`src/hw/rtl/k2n_ram.sv`:
```
// Generic scratch RAM: one write port, two registered read ports.
// No dependencies.
module k2n_ram #(
  parameter int WIDTH = 96,
  parameter int DEPTH = 32
) (
  input  logic                     clk,
  input  logic                     we,
  input  logic [$clog2(DEPTH)-1:0] waddr,
  input  logic [WIDTH-1:0]         wdata,
  input  logic [$clog2(DEPTH)-1:0] raddr_a,
  input  logic [$clog2(DEPTH)-1:0] raddr_b,
  output logic [WIDTH-1:0]         rdata_a,
  output logic [WIDTH-1:0]         rdata_b
);

  logic [WIDTH-1:0] mem [DEPTH];

  // write and registered reads
  always_ff @(posedge clk) begin
    if (we) begin
      mem[waddr] <= wdata;
    end
    rdata_a <= mem[raddr_a];
    rdata_b <= mem[raddr_b];
  end

endmodule

```
`config.mk`:
```
export PLATFORM = sky130hd
export DESIGN_NAME = k2n_ram
export DESIGN_NICKNAME = d
export VERILOG_FILES = /design/src/hw/rtl/k2n_ram.sv
export SDC_FILE = /design/constraint.sdc
export NUM_CORES = 2
export LEC_CHECK = 0
export BUFFER_PORTS_ARGS = -buffer_cell sky130_fd_sc_hd__buf_2
export CORE_ASPECT_RATIO = 0.5
export CORE_UTILIZATION = 40
export CTS_CLUSTER_DIAMETER = 60
export DETAILED_ROUTE_END_ITERATION = 6
export PLACE_DENSITY = 0.63
export REMOVE_ABC_BUFFERS = 1
export SYNTH_ARGS = -nofsm -noshare
export SYNTH_HDL_FRONTEND = slang
export SYNTH_SLANG_ARGS = --single-unit
```
`constraint.sdc`:
```
create_clock -name clk -period 17.2 [get_ports clk]
set_input_delay 5.16 -clock clk [delete_from_list [all_inputs] [get_ports clk]]
set_output_delay 5.16 -clock clk [all_outputs]
set_load 0.005 [all_outputs]
```
==> reports/metrics.cfg <==
[job]
drv_cap=0

[clock_tree]
ctsResizeCount=0
clkLatencyLatePin_ps=890
cts.sinks=3264
clk_pin_slew_ps=60
cts_made_buffers=316
hold_buffers=0
root_buffer=clkbuf_16
htreeDepth=5
post-cts-setup-buffer-count=0
clock_path_buffers=4
cts_tree=done

[critical_path]
crit_cells=6
r2r-start=mem[21][71]$_DFFE_PP_
startpoint_type=primary input
critPathMaxStageDelay_ps=810
critPathLaunch=waddr[1]
endpoint=mem[4][52]$_DFFE_PP_
cp_top_family=buffers and inverters
r2r_setup_slack_ps=15250
r2r_cells=4
required_ps=17690
worst-path-buf-inv=4
arrival_ps=9180
cp_common_cell=buf_4
path_cells=buf_2, or3b_2, nor2_4, buf_4, buf_4, buf_4
crit_slowest_cell=buf_4
end_kind=flop
criticalPathCategory=in2reg
cp_max_fo=32
reg2reg_to=rdata_a[71]$_DFF_P_

[placed_design]
gp_congestion=0.7880
dpl.hpwl_mm=224.5
place_area_sq_um=151700
pre_cts_slack_ps=7639
port_buffers=304
placed_cells=11410

[timing]
setup_viol=0
fmax_ghz=0.1151
final-max-slew-violation-count=0
layout_min_cycle_time_ps=8688
maxSlewHeadroom_pct=6.593
timing.final.ws_setup_ps=8512
rsz0062_at_grt=no
tns_ps=0
skew_ps=37.28
hold_violations=0
hold_slack_ps=831.6
post-route-period-util_pct=50.51
worst_slew_pin_slew_ps=1398

[global_route]
grt_start_max_net_pins=140
overflow=0
track_usage_pct=22.88
grt_pass1_wl_mm=597.3
grt_pass1_vias=77840
antenna_found_initial=50

[yosys]
synth_common_cells=edfxtp_1 (3072), mux4_2 (1548), mux2i_1 (539)
synth-seq-cells=3264
yosysMostFrequentCell=edfxtp_1
ys_seq_area_share_pct=66.33
syn_inst=6656
ys_types=38
synth_edf_count=3072
yosysTopAreaCellShare_pct=63.68
async_reset_ff_share_pct=0
synth_ff_type=edfxtp_1
synth_top_area_cell=edfxtp_1
syn_avg_cell_area_sq_um=21.76
netlist_area_sq_um=144900
synth_area_leaders=edfxtp_1 (64%), mux4_2 (24%), mux2i_1 (3.7%), dfxtp_1 (2.7%), a221oi_1 (0.87%)
yosys_warnings=0

[layout]
utilization_pct=45.19
final_cells=12000
drive_gt1_share_pct=36.66
final_nets=7053
syn2layout_area_growth_pct=11.87
finalInstanceArea_sq_um=162100

[floorplanning]
core_area_sq_um=358600
io_pins=305
fp.dieArea_sq_um=364700
fp-row-count=155
die_height_um=427.5
floorplan.initialDensity_pct=40.40
die_w_um=853.1

[power]
powerDensity_nw_per_um2=106.6
p_leak_nw=51.33
power.total_mw=17.27
peakVddDrop_v=0.00008105

[routing]
drt_wl_total_mm=424.3
viasPerCell=6.384
ant_nets=0
wl_per_cell_um=35.36
via_count=76610
drtIter0Drc=9504
drt_first_pass_iters=5
drc_errors=0

[run_status]
outcome=finished clean

[hold_path]
hp-class=reg2reg

worst min-delay path by stage:
stage / cells after the start / end / slack [ps] / startpoint
3_5_place_dp: 4 / rdata_a[23]$_DFF_P_ / 800 / mem[4][23]$_DFFE_PP_
4_1_cts: 4 / rdata_a[70]$_DFF_P_ / 830 / mem[4][70]$_DFFE_PP_
5_1_grt: 3 / rdata_b[15]$_DFF_P_ / 850 / mem[20][15]$_DFFE_PP_
6_report: 4 / rdata_a[38]$_DFF_P_ / 830 / mem[7][38]$_DFFE_PP_
2_1_floorplan: 3 / rdata_b[94]$_DFF_P_ / 730 / mem[8][94]$_DFFE_PP_
3_3_place_gp: 4 / rdata_a[23]$_DFF_P_ / 800 / mem[4][23]$_DFFE_PP_
state kept, by name (all words and copies together) (netlist names):
signal	count
mem	3072
rdata_a	96
rdata_b	96
layout make-up:
| type | instances | area (sq um) |
|---|---|---|
| clock buffer | 434 | 8875 |
| fill | 29630 | 196500 |
| multi-input combinational | 2872 | 46350 |
| inverter | 1 | 11.26 |
| timing repair buffer | 485 | 3287 |
| sequential | 3264 | 96090 |
| tap | 4788 | 5991 |
| antenna | 23 | 57.56 |
| clock inverter | 134 | 1393 |
logic make-up (layout without fill, tap and decap cells):
group	count (synthesis)	after routing	synth area share, %
buffers and inverters	520	1054	1.900
other	0	23	0
DFF	3264	3264	66.33
AOI/OAI and AO/OA	426	426	2.423
and+or+nand+nor	265	265	0.8205
muxes	2181	2181	28.52
metal layers:
| layer | routed length (um) | GRT usage [%] |
|---|---|---|
| met3 | 35040 | 3.265 |
| met4 | 15400 | 7.797 |
| met2 | 207200 | 37.79 |
| met5 | 50 | 0 |
| met1 | 166700 | 31.58 |
tightest hold or removal path, stage by stage (launching register included):
cell	delay, ps
edfxtp_1	380
mux2i_1	150
a221oi_1	100
nor2_1	100
nor4_1	50
where the power goes:
group | leakage (nW) | internal, mW | switching [mW]
registers | 29.3 | 8.83 | 0.0862
clock network | 5.01 | 4.02 | 3.01
logic | 17.0 | 0.578 | 0.742
total | 51.3 | 13.4 | 3.83
cells in the final DEF, fill, tap and decap left out, drive strengths merged, types with 6 or more instances in the layout:
master / instances
edfxtp: 3072
mux4: 1548
mux2i: 539
buf: 484
clkbuf: 435
dfxtp: 192
a221oi: 144
nand2: 123
mux2: 94
clkinv: 90
o22ai: 68
nor2: 67
a32o: 55
a22o: 48
nor2b: 36
o21a: 29
bufinv: 27
a22oi: 26
diode: 23
a211oi: 17
clkinvlp: 12
nor4: 9
o221ai: 6
a2111oi: 6
o41ai: 6
a21oi: 6
a21o: 6
a211o: 6
nand2b: 6
inv: 6
(Power assumes the default switching activity.)
